[config.mk]
export PLATFORM = sky130hd
export DESIGN_NAME = alarm_slot_table_unit_flat
export DESIGN_NICKNAME = d
export VERILOG_FILES = /design/src/hw/rtl/ast_pkg.sv /design/src/hw/rtl/ast_ifs.sv /design/src/hw/rtl/ast_ram.sv /design/src/hw/rtl/ast_ctrl.sv /design/src/hw/rtl/ast_datapath.sv /design/src/hw/rtl/alarm_slot_table_unit.sv /design/src/flat_wrapper.sv
export SDC_FILE = /design/constraint.sdc
export NUM_CORES = 1
export LEC_CHECK = 0
export BUFFER_PORTS_ARGS = -buffer_cell sky130_fd_sc_hd__buf_2
export CAP_MARGIN = 30
export CORE_MARGIN = 5
export CORE_UTILIZATION = 34
export DETAILED_ROUTE_END_ITERATION = 16
export PLACE_DENSITY = 0.55
export SLEW_MARGIN = 30
export SYNTH_ARGS = -nofsm -noshare
export SYNTH_HDL_FRONTEND = slang
export SYNTH_HIERARCHICAL = 1
export SYNTH_SLANG_ARGS = --single-unit
[constraint.sdc]
create_clock -name clock -period 6 [get_ports clock]
set_clock_uncertainty 0.2 [all_clocks]
set_input_delay 0.6 -clock clock [delete_from_list [all_inputs] [get_ports clock]]
set_output_delay 0.6 -clock clock [all_outputs]
set_load 0.005 [all_outputs]
[src/hw/rtl/ast_pkg.sv]
// shared types, codes and constants of the alarm slot table
// no dependencies; compiled before every other file of the block
package ast_pkg;

   // default table size and field widths
   localparam int ENTRIES_DEF = 20;
   localparam int ACT_W       = 2;
   localparam int ERR_W       = 8;
   localparam int ID_W        = 16;
   localparam int TIME_W      = 32;
   localparam int CSR_IDX_W   = 1;
   localparam int CSR_DATA_W  = 16;

   // request actions
   localparam logic [ACT_W-1:0] ACT_SET    = 2'd0;
   localparam logic [ACT_W-1:0] ACT_CLEAR  = 2'd1;
   localparam logic [ACT_W-1:0] ACT_LOOKUP = 2'd2;
   localparam logic [ACT_W-1:0] ACT_WALK   = 2'd3;

   // register indexes and reset values
   localparam logic [CSR_IDX_W-1:0] CSR_ERR_MASK    = 1'd0;
   localparam logic [CSR_IDX_W-1:0] CSR_ORIGIN_MASK = 1'd1;
   localparam logic [ID_W-1:0]      ERR_MASK_RST    = 16'h00FF;
   localparam logic [ID_W-1:0]      ORIGIN_MASK_RST = 16'hFF00;

   // response status codes
   localparam logic STS_DONE      = 1'b0;
   localparam logic STS_NO_EFFECT = 1'b1;

   // what the output register is loaded with
   localparam logic [1:0] EMIT_BUILT = 2'd0;   // built id and request time
   localparam logic [1:0] EMIT_SLOT  = 2'd1;   // id and time of the current slot
   localparam logic [1:0] EMIT_NONE  = 2'd2;   // zero id and time

   // commands from the controller to the datapath
   typedef struct packed {
      logic       capture;
      logic       scan_inc;
      logic       set_wr;
      logic       clr_wr;
      logic       emit;
      logic [1:0] emit_kind;
      logic       emit_status;
      logic       emit_last;
   } cmd_type;

   // status from the datapath to the controller
   typedef struct packed {
      logic [ACT_W-1:0] action;
      logic             full;
      logic             id_match;
      logic             err_match;
      logic             slot_nz;
      logic             later_nz;
      logic             idx_last;
      logic             out_free;
   } status_type;

   // type A alarm ids
   function automatic logic is_type_a(input logic [ID_W-1:0] id);
      logic hit;
      case (id) inside
         16'h1002, 16'h1003, [16'h1008:16'h100D], 16'h100F, [16'h1011:16'h1014]: hit = 1'b1;
         default: hit = 1'b0;
      endcase
      return hit;
   endfunction

endpackage

[src/hw/rtl/ast_ifs.sv]
// request and response channel interfaces of the alarm slot table
// depends on ast_pkg for field widths
interface ast_req_if;
   import ast_pkg::*;

   logic              valid;
   logic              ready;
   logic [ACT_W-1:0]  action;
   logic [ERR_W-1:0]  error_num;
   logic [ID_W-1:0]   origin_code;
   logic [TIME_W-1:0] now_epoch;

   modport source (output valid, action, error_num, origin_code, now_epoch, input ready);
   modport sink   (input valid, action, error_num, origin_code, now_epoch, output ready);
endinterface

interface ast_rsp_if;
   import ast_pkg::*;

   logic              valid;
   logic              ready;
   logic              status;
   logic [ID_W-1:0]   entry_id;
   logic [TIME_W-1:0] stamp;
   logic              type_a_present;
   logic              last;

   modport source (output valid, status, entry_id, stamp, type_a_present, last, input ready);
   modport sink   (input valid, status, entry_id, stamp, type_a_present, last, output ready);
endinterface

[src/hw/rtl/ast_ram.sv]
// generic single write port, single read port ram with registered read
// no dependencies
module ast_ram #(
   parameter int WIDTH = 16,
   parameter int DEPTH = 20
) (
   input  logic                                      clock,
   input  logic                                      wr_en,
   input  logic [((DEPTH > 1) ? $clog2(DEPTH) : 1)-1:0] wr_addr,
   input  logic [WIDTH-1:0]                          wr_data,
   input  logic [((DEPTH > 1) ? $clog2(DEPTH) : 1)-1:0] rd_addr,
   output logic [WIDTH-1:0]                          rd_data
);

   logic [WIDTH-1:0] mem_ff [DEPTH];
   logic [WIDTH-1:0] rd_data_ff;

   // write port and registered read
   always_ff @(posedge clock) begin
      if (wr_en) begin
         mem_ff[wr_addr] <= wr_data;
      end
      rd_data_ff <= mem_ff[rd_addr];
   end

   assign rd_data = rd_data_ff;

endmodule

[src/hw/rtl/ast_ctrl.sv]
// sequencer of the alarm slot table: accepts requests, steps the slot scan
// depends on ast_pkg for command and status types and action codes
module ast_ctrl (
   input  logic                     clock,
   input  logic                     reset,
   input  logic                     req_valid,
   input  logic [ast_pkg::ACT_W-1:0] req_action,
   output logic                     req_ready,
   input  ast_pkg::status_type      sts,
   output ast_pkg::cmd_type         cmd
);
   import ast_pkg::*;

   localparam logic [1:0] S_IDLE = 2'd0;
   localparam logic [1:0] S_SET  = 2'd1;
   localparam logic [1:0] S_RD   = 2'd2;
   localparam logic [1:0] S_EV   = 2'd3;

   logic [1:0] state_ff;
   logic [1:0] state_in;

   assign req_ready = (state_ff == S_IDLE);

   // next state and commands
   always_comb begin
      state_in = state_ff;
      cmd      = '0;
      case (state_ff)
         S_IDLE: begin
            if (req_valid) begin
               cmd.capture = 1'b1;
               state_in    = (req_action == ACT_SET) ? S_SET : S_RD;
            end
         end
         S_SET: begin
            if (sts.out_free) begin
               cmd.set_wr      = 1'b1;
               cmd.emit        = 1'b1;
               cmd.emit_kind   = EMIT_BUILT;
               cmd.emit_status = sts.full ? STS_NO_EFFECT : STS_DONE;
               cmd.emit_last   = 1'b1;
               state_in        = S_IDLE;
            end
         end
         S_RD: begin
            // slot data arrives from the rams at the next edge
            state_in = S_EV;
         end
         S_EV: begin
            case (sts.action)
               ACT_CLEAR: begin
                  if (sts.id_match || sts.idx_last) begin
                     if (sts.out_free) begin
                        cmd.clr_wr      = sts.id_match;
                        cmd.emit        = 1'b1;
                        cmd.emit_kind   = EMIT_BUILT;
                        cmd.emit_status = sts.id_match ? STS_DONE : STS_NO_EFFECT;
                        cmd.emit_last   = 1'b1;
                        state_in        = S_IDLE;
                     end
                  end else begin
                     cmd.scan_inc = 1'b1;
                     state_in     = S_RD;
                  end
               end
               ACT_LOOKUP: begin
                  if (sts.err_match || sts.idx_last) begin
                     if (sts.out_free) begin
                        cmd.emit        = 1'b1;
                        cmd.emit_kind   = sts.err_match ? EMIT_SLOT : EMIT_NONE;
                        cmd.emit_status = sts.err_match ? STS_DONE : STS_NO_EFFECT;
                        cmd.emit_last   = 1'b1;
                        state_in        = S_IDLE;
                     end
                  end else begin
                     cmd.scan_inc = 1'b1;
                     state_in     = S_RD;
                  end
               end
               default: begin
                  // walk: occupied slots in order, empty table gives one no-effect
                  if (sts.slot_nz) begin
                     if (sts.out_free) begin
                        cmd.emit        = 1'b1;
                        cmd.emit_kind   = EMIT_SLOT;
                        cmd.emit_status = STS_DONE;
                        cmd.emit_last   = !sts.later_nz;
                        if (sts.later_nz) begin
                           cmd.scan_inc = 1'b1;
                           state_in     = S_RD;
                        end else begin
                           state_in = S_IDLE;
                        end
                     end
                  end else if (sts.idx_last) begin
                     if (sts.out_free) begin
                        cmd.emit        = 1'b1;
                        cmd.emit_kind   = EMIT_NONE;
                        cmd.emit_status = STS_NO_EFFECT;
                        cmd.emit_last   = 1'b1;
                        state_in        = S_IDLE;
                     end
                  end else begin
                     cmd.scan_inc = 1'b1;
                     state_in     = S_RD;
                  end
               end
            endcase
         end
         default: state_in = S_IDLE;
      endcase
   end

   // state register
   always_ff @(posedge clock) begin
      if (reset) begin
         state_ff <= S_IDLE;
      end else begin
         state_ff <= state_in;
      end
   end

endmodule

[src/hw/rtl/ast_datapath.sv]
// datapath of the alarm slot table: mask registers, request register, slot rams,
// per-slot flags, scan index and response register
// depends on ast_pkg and ast_ram
module ast_datapath #(
   parameter int ENTRIES = ast_pkg::ENTRIES_DEF
) (
   input  logic                          clock,
   input  logic                          reset,
   input  logic                          csr_we,
   input  logic [ast_pkg::CSR_IDX_W-1:0]  csr_index,
   input  logic [ast_pkg::CSR_DATA_W-1:0] csr_wdata,
   input  logic [ast_pkg::ACT_W-1:0]      req_action,
   input  logic [ast_pkg::ERR_W-1:0]      req_error_num,
   input  logic [ast_pkg::ID_W-1:0]       req_origin_code,
   input  logic [ast_pkg::TIME_W-1:0]     req_now_epoch,
   input  ast_pkg::cmd_type               cmd,
   output ast_pkg::status_type            sts,
   input  logic                          rsp_ready,
   output logic                          rsp_valid,
   output logic                          rsp_status,
   output logic [ast_pkg::ID_W-1:0]       rsp_entry_id,
   output logic [ast_pkg::TIME_W-1:0]     rsp_stamp,
   output logic                          rsp_type_a_present,
   output logic                          rsp_last
);
   import ast_pkg::*;

   localparam int AW = (ENTRIES > 1) ? $clog2(ENTRIES) : 1;

   // mask registers
   logic [ID_W-1:0] err_mask_ff;
   logic [ID_W-1:0] origin_mask_ff;

   // captured request
   logic [ACT_W-1:0]  act_ff;
   logic [ERR_W-1:0]  err_ff;
   logic [ID_W-1:0]   id_ff;
   logic [TIME_W-1:0] now_ff;

   // scan index and per-slot flags
   logic [AW-1:0]      idx_ff;
   logic [AW-1:0]      idx_in;
   logic [ENTRIES-1:0] valid_ff, valid_in;
   logic [ENTRIES-1:0] nz_ff, nz_in;
   logic [ENTRIES-1:0] ta_ff, ta_in;

   // ram ports
   logic              wr_en;
   logic [AW-1:0]     wr_addr;
   logic [AW-1:0]     set_idx;
   logic [ID_W-1:0]   wr_id;
   logic [TIME_W-1:0] wr_time;
   logic [ID_W-1:0]   ram_id;
   logic [TIME_W-1:0] ram_time;
   logic [ID_W-1:0]   slot_id;
   logic [TIME_W-1:0] slot_time;
   logic              full;
   logic              later_nz;

   // response register
   logic              rsp_valid_ff, rsp_valid_in;
   logic              rsp_status_ff;
   logic [ID_W-1:0]   rsp_id_ff, rsp_id_in;
   logic [TIME_W-1:0] rsp_stamp_ff, rsp_stamp_in;
   logic              rsp_ta_ff;
   logic              rsp_last_ff;
   logic              out_free;

   // configuration writes
   always_ff @(posedge clock) begin
      if (reset) begin
         err_mask_ff    <= ERR_MASK_RST;
         origin_mask_ff <= ORIGIN_MASK_RST;
      end else if (csr_we) begin
         case (csr_index)
            CSR_ERR_MASK:    err_mask_ff    <= csr_wdata;
            CSR_ORIGIN_MASK: origin_mask_ff <= csr_wdata;
            default: ;
         endcase
      end
   end

   // request capture with the built alarm id
   always_ff @(posedge clock) begin
      if (cmd.capture) begin
         act_ff <= req_action;
         err_ff <= req_error_num;
         id_ff  <= (ID_W'(req_error_num) & err_mask_ff) | (req_origin_code & origin_mask_ff);
         now_ff <= req_now_epoch;
      end
   end

   // lowest empty slot and fullness
   always_comb begin
      set_idx = '0;
      for (int j = ENTRIES - 1; j >= 0; j--) begin
         if (!nz_ff[j]) begin
            set_idx = AW'(j);
         end
      end
   end
   assign full = &nz_ff;

   // occupied slot above the scan index
   always_comb begin
      later_nz = 1'b0;
      for (int j = 0; j < ENTRIES; j++) begin
         if (nz_ff[j] && (AW'(j) > idx_ff)) begin
            later_nz = 1'b1;
         end
      end
   end

   // table write: set at the lowest empty slot, clear at the scan index
   assign wr_en   = (cmd.set_wr && !full) || cmd.clr_wr;
   assign wr_addr = cmd.set_wr ? set_idx : idx_ff;
   assign wr_id   = cmd.set_wr ? id_ff : '0;
   assign wr_time = cmd.set_wr ? now_ff : '0;

   always_comb begin
      valid_in = valid_ff;
      nz_in    = nz_ff;
      ta_in    = ta_ff;
      if (wr_en) begin
         valid_in[wr_addr] = 1'b1;
         nz_in[wr_addr]    = (wr_id != '0);
         ta_in[wr_addr]    = is_type_a(wr_id);
      end
   end

   // scan index
   always_comb begin
      idx_in = idx_ff;
      if (cmd.capture) begin
         idx_in = '0;
      end else if (cmd.scan_inc) begin
         idx_in = idx_ff + AW'(1);
      end
   end

   always_ff @(posedge clock) begin
      if (reset) begin
         valid_ff <= '0;
         nz_ff    <= '0;
         ta_ff    <= '0;
         idx_ff   <= '0;
      end else begin
         valid_ff <= valid_in;
         nz_ff    <= nz_in;
         ta_ff    <= ta_in;
         idx_ff   <= idx_in;
      end
   end

   // slot storage
   ast_ram #(.WIDTH(ID_W), .DEPTH(ENTRIES)) u_id_ram (
      .clock   (clock),
      .wr_en   (wr_en),
      .wr_addr (wr_addr),
      .wr_data (wr_id),
      .rd_addr (idx_ff),
      .rd_data (ram_id)
   );

   ast_ram #(.WIDTH(TIME_W), .DEPTH(ENTRIES)) u_time_ram (
      .clock   (clock),
      .wr_en   (wr_en),
      .wr_addr (wr_addr),
      .wr_data (wr_time),
      .rd_addr (idx_ff),
      .rd_data (ram_time)
   );

   // never written slots read as empty
   assign slot_id   = valid_ff[idx_ff] ? ram_id : '0;
   assign slot_time = valid_ff[idx_ff] ? ram_time : '0;

   // status to the controller
   assign out_free      = !rsp_valid_ff || rsp_ready;
   assign sts.action    = act_ff;
   assign sts.full      = full;
   assign sts.id_match  = (slot_id == id_ff);
   assign sts.err_match = ((slot_id & err_mask_ff) == ID_W'(err_ff));
   assign sts.slot_nz   = nz_ff[idx_ff];
   assign sts.later_nz  = later_nz;
   assign sts.idx_last  = (idx_ff == AW'(ENTRIES - 1));
   assign sts.out_free  = out_free;

   // response payload select
   always_comb begin
      case (cmd.emit_kind)
         EMIT_BUILT: begin
            rsp_id_in    = id_ff;
            rsp_stamp_in = now_ff;
         end
         EMIT_SLOT: begin
            rsp_id_in    = slot_id;
            rsp_stamp_in = slot_time;
         end
         default: begin
            rsp_id_in    = '0;
            rsp_stamp_in = '0;
         end
      endcase
   end

   assign rsp_valid_in = cmd.emit ? 1'b1 : (rsp_ready ? 1'b0 : rsp_valid_ff);

   // response register
   always_ff @(posedge clock) begin
      if (reset) begin
         rsp_valid_ff <= 1'b0;
      end else begin
         rsp_valid_ff <= rsp_valid_in;
      end
   end

   always_ff @(posedge clock) begin
      if (cmd.emit) begin
         rsp_status_ff <= cmd.emit_status;
         rsp_id_ff     <= rsp_id_in;
         rsp_stamp_ff  <= rsp_stamp_in;
         rsp_ta_ff     <= |ta_in;
         rsp_last_ff   <= cmd.emit_last;
      end
   end

   assign rsp_valid          = rsp_valid_ff;
   assign rsp_status         = rsp_status_ff;
   assign rsp_entry_id       = rsp_id_ff;
   assign rsp_stamp          = rsp_stamp_ff;
   assign rsp_type_a_present = rsp_ta_ff;
   assign rsp_last           = rsp_last_ff;

endmodule

[src/hw/rtl/alarm_slot_table_unit.sv]
// top level of the alarm slot table: controller plus datapath
// depends on ast_pkg, ast_ifs, ast_ctrl, ast_datapath and ast_ram

// A table of ENTRIES alarm slots, each a 16-bit id and a 32-bit time, empty
// after reset with no clearing pass (per-slot valid bits). One request is worked
// at a time; the next is taken once the last response of the current one is in
// the output register. A set takes its free slot from the per-slot occupancy
// flags. Clear and lookup scan the slots through the single read port of the
// slot rams until a slot decides or the last slot is reached. A walk visits
// every slot up to the last occupied one and gives one response per occupied
// slot, the final one flagged last; an empty table gives a single no-effect
// response. A held response stalls the scan. The user must write the mask
// registers through the csr port only while no request is in progress; the
// block itself does not enforce it.
module alarm_slot_table_unit #(
   parameter int ENTRIES = ast_pkg::ENTRIES_DEF
) (
   input  logic                          clock,
   input  logic                          reset,
   input  logic                          csr_we,
   input  logic [ast_pkg::CSR_IDX_W-1:0]  csr_index,
   input  logic [ast_pkg::CSR_DATA_W-1:0] csr_wdata,
   ast_req_if.sink                       req_if,
   ast_rsp_if.source                     rsp_if
);
   import ast_pkg::*;

   cmd_type    cmd;
   status_type sts;

   // sequencer
   ast_ctrl u_ctrl (
      .clock      (clock),
      .reset      (reset),
      .req_valid  (req_if.valid),
      .req_action (req_if.action),
      .req_ready  (req_if.ready),
      .sts        (sts),
      .cmd        (cmd)
   );

   // table and response path
   ast_datapath #(.ENTRIES(ENTRIES)) u_datapath (
      .clock              (clock),
      .reset              (reset),
      .csr_we             (csr_we),
      .csr_index          (csr_index),
      .csr_wdata          (csr_wdata),
      .req_action         (req_if.action),
      .req_error_num      (req_if.error_num),
      .req_origin_code    (req_if.origin_code),
      .req_now_epoch      (req_if.now_epoch),
      .cmd                (cmd),
      .sts                (sts),
      .rsp_ready          (rsp_if.ready),
      .rsp_valid          (rsp_if.valid),
      .rsp_status         (rsp_if.status),
      .rsp_entry_id       (rsp_if.entry_id),
      .rsp_stamp          (rsp_if.stamp),
      .rsp_type_a_present (rsp_if.type_a_present),
      .rsp_last           (rsp_if.last)
   );

endmodule

[src/flat_wrapper.sv]
// flat-port wrapper written by rule: the top's interface ports become plain ports
module alarm_slot_table_unit_flat import ast_pkg::*;
#(
   parameter int ENTRIES = ast_pkg::ENTRIES_DEF
)
  (clock, reset, csr_we, csr_index, csr_wdata, req_if_valid, req_if_action, req_if_error_num, req_if_origin_code, req_if_now_epoch, req_if_ready, rsp_if_valid, rsp_if_status, rsp_if_entry_id, rsp_if_stamp, rsp_if_type_a_present, rsp_if_last, rsp_if_ready);
  ast_req_if req_if_i ();
  ast_rsp_if rsp_if_i ();
  input  logic clock;
  input  logic reset;
  input  logic csr_we;
  input  logic [ast_pkg::CSR_IDX_W-1:0] csr_index;
  input  logic [ast_pkg::CSR_DATA_W-1:0] csr_wdata;
  input wire logic [$bits(req_if_i.valid)-1:0] req_if_valid;
  input wire logic [$bits(req_if_i.action)-1:0] req_if_action;
  input wire logic [$bits(req_if_i.error_num)-1:0] req_if_error_num;
  input wire logic [$bits(req_if_i.origin_code)-1:0] req_if_origin_code;
  input wire logic [$bits(req_if_i.now_epoch)-1:0] req_if_now_epoch;
  output wire logic [$bits(req_if_i.ready)-1:0] req_if_ready;
  output wire logic [$bits(rsp_if_i.valid)-1:0] rsp_if_valid;
  output wire logic [$bits(rsp_if_i.status)-1:0] rsp_if_status;
  output wire logic [$bits(rsp_if_i.entry_id)-1:0] rsp_if_entry_id;
  output wire logic [$bits(rsp_if_i.stamp)-1:0] rsp_if_stamp;
  output wire logic [$bits(rsp_if_i.type_a_present)-1:0] rsp_if_type_a_present;
  output wire logic [$bits(rsp_if_i.last)-1:0] rsp_if_last;
  input wire logic [$bits(rsp_if_i.ready)-1:0] rsp_if_ready;
  assign req_if_i.valid = req_if_valid;
  assign req_if_i.action = req_if_action;
  assign req_if_i.error_num = req_if_error_num;
  assign req_if_i.origin_code = req_if_origin_code;
  assign req_if_i.now_epoch = req_if_now_epoch;
  assign req_if_ready = req_if_i.ready;
  assign rsp_if_valid = rsp_if_i.valid;
  assign rsp_if_status = rsp_if_i.status;
  assign rsp_if_entry_id = rsp_if_i.entry_id;
  assign rsp_if_stamp = rsp_if_i.stamp;
  assign rsp_if_type_a_present = rsp_if_i.type_a_present;
  assign rsp_if_last = rsp_if_i.last;
  assign rsp_if_i.ready = rsp_if_ready;
  alarm_slot_table_unit #(.ENTRIES(ENTRIES)) u_core (.clock(clock), .reset(reset), .csr_we(csr_we), .csr_index(csr_index), .csr_wdata(csr_wdata), .req_if(req_if_i), .rsp_if(rsp_if_i));
endmodule
==> results of run 1 <==
[cell type report]
| cell class | count | area, µm² | area share |
|---|---|---|---|
| Clock inverter | 62 | 569 | 0.0100 |
| Sequential cell | 1217 | 35100 | 0.618 |
| Multi-Input combinational cell | 1669 | 12500 | 0.221 |
| Tap cell | 1890 | 2360 | 0.0417 |
| Timing Repair Buffer | 313 | 2440 | 0.0431 |
| Clock buffer | 181 | 3660 | 0.0645 |
| Inverter | 30 | 113 | 0.00198 |
[worst max-delay path by stage]
stage	to	slack, ps	startpoint	depth (start not counted)
floorplan	u_core/u_datapath/u_time_ram/mem_ff[12][0]	360	u_core/u_datapath/idx_ff[2]	14
global placement	u_core/u_datapath/rsp_type_a_present	380	u_core/u_datapath/idx_ff[2]	19
detailed placement	u_core/u_datapath/rsp_type_a_present	340	u_core/u_datapath/idx_ff[2]	19
CTS	u_core/u_datapath/rsp_type_a_present	340	u_core/u_datapath/idx_ff[2]	19
global route	u_core/u_datapath/rsp_type_a_present	90	u_core/u_datapath/idx_ff[2]	18
finish	u_core/u_datapath/rsp_type_a_present	280	u_core/u_datapath/idx_ff[2]	19
[cell families after synthesis]
family          share of synthesized area
flops                               0.723
simple gates                       0.0739
mux                                 0.113
compound gates                     0.0621
buf+inv                            0.0237
xor+xnor                          0.00271
fa+ha+maj                         0.00129
[sequential cells by signal (all words and copies together), names as in the netlist, 8 cells and up]
| register | count |
|---|---|
| u_core/u_datapath/u_time_ram/mem_ff | 640 |
| u_core/u_datapath/valid_ff | 20 |
| u_core/u_datapath/rsp_stamp | 32 |
| u_core/u_datapath/u_id_ram/mem_ff | 320 |
| u_core/u_datapath/u_time_ram/rd_data | 32 |
| u_core/u_datapath/err_ff | 8 |
| u_core/u_datapath/now_ff | 32 |
| u_core/u_datapath/origin_mask_ff | 16 |
| u_core/u_datapath/ta_ff | 20 |
| u_core/u_datapath/err_mask_ff | 16 |
| u_core/u_datapath/rsp_entry_id | 16 |
| u_core/u_datapath/nz_ff | 20 |
| u_core/u_datapath/id_ff | 16 |
| u_core/u_datapath/u_id_ram/rd_data | 16 |
[per-layer routing]
metal | vias up | global-route usage | routed length (µm)
met4 | 0 | 0.0528 | 3290
met5 | - | 0 | 0
met2 | 757 | 0.269 | 60500
li1 | 12500 | - | -
met3 | 186 | 0.0318 | 6830
met1 | 14000 | 0.223 | 55500
[through the flow]
| stage | power [mW] | area [µm²] | hold slack, ps |
|---|---|---|---|
| 2_1_floorplan | 10.0 | 48500 | 221 |
| 3_3_place_gp | 10.4 | 51700 | 236 |
| 3_5_place_dp | 10.4 | 51700 | 240 |
| 4_1_cts | 18.3 | 56700 | 1.75 |
| 5_1_grt | 18.7 | 56700 | 37.9 |
| 6_report | 18.1 | 56700 | 20.0 |
[cells in the final DEF (no fill, tap or decap), types with 61 or more instances in the layout]
cell / synthesis / layout
edfxtp_1: 1069 / 1069
mux2i_1: 353 / 353
nand2_1: 204 / 203
nor2_1: 178 / 150
dfxtp_1: 148 / 145
clkbuf_16: 0 / 136
buf_2: 48 / 131
nand3_1: 108 / 107
a21oi_1: 98 / 98
buf_4: 27 / 89
dlygate4sd3_1: 0 / 74
o22ai_1: 65 / 65
mux2_2: 61 / 61
[report_power, final]
group	leakage, nW	internal (mW)	switching, mW
Combinational	4.88	0.253	0.487
Sequential	11.2	9.38	0.0942
Clock	2.06	4.51	3.37
Total	18.1	14.1	3.95
[critical path, stage by stage (launching register included)]
cell	delay [ps]
dfxtp_1	500
buf_4	390
and3_1	200
a31oi_1	40
a2bb2oi_1	180
o32ai_4	320
buf_4	430
nand2_1	90
a221o_1	360
nor4_2	580
nand2_1	100
nor2_1	130
buf_4	170
nor3b_1	230
a31o_2	150
nand2_1	160
or3_1	470
a22o_1	270
nor4_1	290
nand3_1	130
[repair_timing]
| item | 4_1_cts | 5_1_grt |
|---|---|---|
| hold buffers | 74 | 0 |
| buffers inserted | 0 | 0 |
| hold endpoints to repair | 113 | 0 |
==> flow_summary.json, run 1 <==
{
  "io_pins": 133,
  "drc_errors": 0,
  "avgRoutedWirePerCell_um": 23.5,
  "drt_iter0_markers": 2569,
  "outcome": "completed",
  "r2r_slack_ps": 280,
  "cts_tree": "built",
  "clk-insertion-delay-late_ps": 760,
  "synth.distinct_cells": 87,
  "start_util": 0.342,
  "fin_tns_setup_ps": 0,
  "die_x_um": 388,
  "setup_violations": 0,
  "worst_ep_required_time_ps": 6280,
  "cts_num_sinks": 1217,
  "min-delay-start": "req_if_origin_code[3]",
  "avgSynthCellArea_um2": 15.7,
  "dieArea_um2": 150000,
  "gp_congestion": 0.831,
  "place_inst": 5044,
  "min_period_ps": 5720,
  "end_kind": "register",
  "ys_ff_latch": 1217,
  "r2r-start": "u_core/u_datapath/idx_ff[2]",
  "fin_cells": 5362,
  "layout_setup_ws_ps": 280,
  "n_antenna_cell": 0,
  "hold_viol": 0,
  "critPathLaunchType": "register",
  "ir_drop_mv": 0.249,
  "r2r_end": "u_core/u_datapath/rsp_type_a_present",
  "htreeDepth": 4,
  "rsz0062_at_grt": "false",
  "vias": 27500,
  "antenna_found_initial": 4,
  "slew_headroom": 0.336,
  "synth_cells": 3095,
  "cts_buffers": 132,
  "synth_top_area_share": 0.662,
  "num_rows": 138,
  "core_um2": 142000,
  "power.leakage_nw": 18.1,
  "slew_viol_final": 0,
  "root_buffer": "clkbuf_16",
  "final_nets": 3448,
  "yosysSeqAreaShare": 0.723,
  "timing.final.crit_share": 0.953,
  "syn_to_final_growth_pct": 17.0,
  "dpl.hpwl_um": 77500,
  "grt_max_degree": 131,
  "grt-ovfl-total": 0,
  "whs_path_depth": 2,
  "clockBufferDepth": 3,
  "utilization": 0.401,
  "portBuffers": 132,
  "synth-edff-count": 1069,
  "grt_pass1_wl_um": 187000,
  "timing.reg2reg.worst_path_depth": 19,
  "synth_area_leader_cell": "edfxtp_1",
  "dp_slack_ps": 342,
  "synthTopCellsByCount": "edfxtp_1, mux2i_1, nand2_1",
  "postCtsResizedCells": 0,
  "power.density_cell_area_nw_per_um2": 319,
  "drive_above_1_share": 0.174,
  "path_max_fanout": 36,
  "avgViaCountPerCell": 5.13,
  "tightest_slew_ps": 993,
  "track_usage": 0.165,
  "fmax_ghz": 0.175,
  "netlist_area_um2": 48500,
  "hold_class": "in2reg",
  "path_clk_slew_ps": 60,
  "drt_first_pass_iters": 6,
  "worstHoldEndpoint": "u_core/u_datapath/id_ff[3]",
  "synth_nets": 3180,
  "drt_wl_total_um": 126000,
  "max-cap-violations": 0,
  "ant_nets": 0,
  "ys_top_cells_by_area": "edfxtp_1, mux2i_1, dfxtp_1, mux4_2, nand2_1",
  "die_h_um": 388,
  "critPathKind": "reg2reg",
  "synth_most_common_cell": "edfxtp_1",
  "crit_arrival_ps": 6000,
  "fillers": 13000,
  "yosys_warnings": 6,
  "grt_pass1_vias": 27600,
  "synthArstFlopShare": 0,
  "synth_flop_cell": "edfxtp_1"
}
(Power assumes the default switching activity.)
==> inputs of run 2 (changes only) <==
--- a/config.mk
+++ b/config.mk
@@ -9,6 +9,7 @@
 export CAP_MARGIN = 30
 export CORE_MARGIN = 5
 export CORE_UTILIZATION = 34
+export CTS_BUF_LIST = sky130_fd_sc_hd__clkbuf_8
 export DETAILED_ROUTE_END_ITERATION = 16
 export PLACE_DENSITY = 0.55
 export SLEW_MARGIN = 30
==> run 2 against run 1 <==
Against the previous run: first-iteration DRC count shrank 5.7%; final area shrank 0.50%; maximum frequency grew 0.29%; critical endpoint unchanged; routed wire length grew 1.1%; via count grew 1.8%; global-route usage grew 0.13 points; highest routed layer unchanged; clock power shrank 12%; die area is the same; critical path type unchanged; setup slack gained 16 ps.
==> flow_summary.json, run 2 (synthesis gave the netlist of run 1 again) <==
{
  "outcome": "completed",
  "core_um2": 142000,
  "avgRoutedWirePerCell_um": 23.2,
  "placed_area_um2": 51700,
  "cts_num_sinks": 1217,
  "htreeDepth": 4,
  "dieArea_um2": 150000,
  "crit_arrival_ps": 6110,
  "num_rows": 138,
  "min_period_ps": 5700,
  "power_frac_seq": 0.553,
  "ant_nets": 0,
  "antenna_found_initial": 4,
  "cts_setup_buffers": 0,
  "place_inst": 5044,
  "min-delay-start": "csr_we",
  "power.leakage_nw": 18.2,
  "hold_class": "in2reg",
  "largest-register": "u_core/u_datapath/u_time_ram/mem_ff",
  "r2r-start": "u_core/u_datapath/idx_ff[2]",
  "max-cap-violations": 0,
  "final_nets": 3521,
  "clockBufferDepth": 3,
  "cts_tree": "built",
  "tightest_slew_ps": 1010,
  "fin_tns_setup_ps": 0,
  "syn_to_final_growth_pct": 16.5,
  "cp.depth": 19,
  "start_util": 0.342,
  "portBuffers": 132,
  "slowest_stage": "nor4_2",
  "dpl.hpwl_um": 77500,
  "swShare": 0.228,
  "drc_errors": 0,
  "root_buffer": "clkbuf_8",
  "timing.final.crit_share": 0.951,
  "grt_pass1_wl_um": 190000,
  "total_power_mw": 17.1,
  "hold_viol": 0,
  "slew_viol_final": 0,
  "crit_family": "simple AND/OR/NAND/NOR gates",
  "rsz0062_at_grt": "false",
  "grt_max_degree": 131,
  "drt_wl_total_um": 128000,
  "fillers": 13100,
  "gp_congestion": 0.831,
  "vias": 28000,
  "cellInternalPower_mw": 13.2,
  "slew_headroom": 0.327,
  "timing.reg2reg.worst_path_depth": 19,
  "path_max_fanout": 36,
  "slowest_delay_ps": 590,
  "layout_setup_ws_ps": 296,
  "end_kind": "register",
  "postCtsResizedCells": 0,
  "die_h_um": 388,
  "grt-ovfl-total": 0,
  "avgViaCountPerCell": 5.09,
  "critPathKind": "reg2reg",
  "drt_first_pass_iters": 8,
  "worst_ep_required_time_ps": 6400,
  "cp-startpoint": "u_core/u_datapath/idx_ff[2]",
  "largest_register_ffs": 640,
  "dp_slack_ps": 342,
  "ir_drop_mv": 0.198,
  "multi_input_area_um2": 12500,
  "final_cell_mix": "edfxtp_1, mux2i_1, clkbuf_8",
  "power.density_cell_area_nw_per_um2": 303,
  "fin_cells": 5499,
  "setup_violations": 0,
  "path_clk_slew_ps": 60,
  "drt_iter0_markers": 2422,
  "io_pins": 133,
  "seqCellArea_um2": 35100,
  "top_regs": "u_core/u_datapath/u_time_ram/mem_ff x640, u_core/u_datapath/u_id_ram/mem_ff x320",
  "power_frac_comb": 0.044,
  "track_usage": 0.166,
  "critPathLaunchType": "register",
  "final_common_cell": "edfxtp_1",
  "whs_path_depth": 5,
  "power_switching_mw": 3.90,
  "die_x_um": 388,
  "drive_above_1_share": 0.187,
  "crit_buf_inv": 3,
  "design_area_um2": 56500,
  "utilization": 0.399,
  "grt_pass1_vias": 28500,
  "fmax_ghz": 0.175,
  "clkPwrFrac": 0.403,
  "crit_chain": "buf_4 -> and3_1 -> a31oi_1 -> a2bb2oi_1 -> o32ai_4 -> buf_4 -> nand2_1 -> a221o_1 -> nor4_2 -> nand2_1 -> nor2_1 -> buf_4 -> nor3b_1 -> a31o_2 -> nand2_1 -> or3_1 -> a22o_1 -> nor4_1 -> nand3_1",
  "clk-insertion-delay-late_ps": 890,
  "cts_buffers": 194,
  "timing.hold.ws_ps": 153
}
run 2: layout make-up:
cell class / instances / share of cell area
repair buffers: 324 / 0.0452
clock inverters: 148 / 0.0151
clock buffers: 216 / 0.0527
diodes: 5 / 0.000222
inverters: 30 / 0.00199
flip-flops and latches: 1217 / 0.621
well taps: 1890 / 0.0419
multi-input cells: 1669 / 0.222
run 2: final timing paths:
| kind | end | slack [ps] |
|---|---|---|
| worst max-delay path | u_core/u_datapath/rsp_type_a_present | 300 |
| worst min-delay path | u_core/u_datapath/err_mask_ff[14] | 150 |
| worst max register to register | u_core/u_datapath/rsp_type_a_present | 300 |
| worst min register to register | u_core/u_datapath/valid_ff[16] | 250 |
run 2: power by group through the flow:
stage,Combinational [mW],Sequential [mW],Clock (mW)
after floorplan,0.415,9.61,0
after global placement,0.705,9.65,0
after CTS,0.757,9.48,7.09
final,0.745,9.48,6.90
after detailed placement,0.708,9.65,0
after global routing,0.813,9.48,7.52
run 2: repair_timing:
| item | CTS | global route |
|---|---|---|
| hold endpoints to repair | 122 | 0 |
| endpoints found under the setup margin | 0 | 0 |
| hold buffers | 85 | 0 |
run 2: layer usage:
layer  vias up  GRT usage  part of all wire
met5         -          0                 0
met4         0     0.0498             0.022
met3       198     0.0312             0.053
met2       821      0.274              0.48
met1     14200      0.225              0.44
li1      12700          -                 -
run 2: tightest hold or removal path: stages:
cell and delay (ps):
buf_2 110, nor2b_1 120, buf_4 200, nand2_1 90, a21oi_1 50
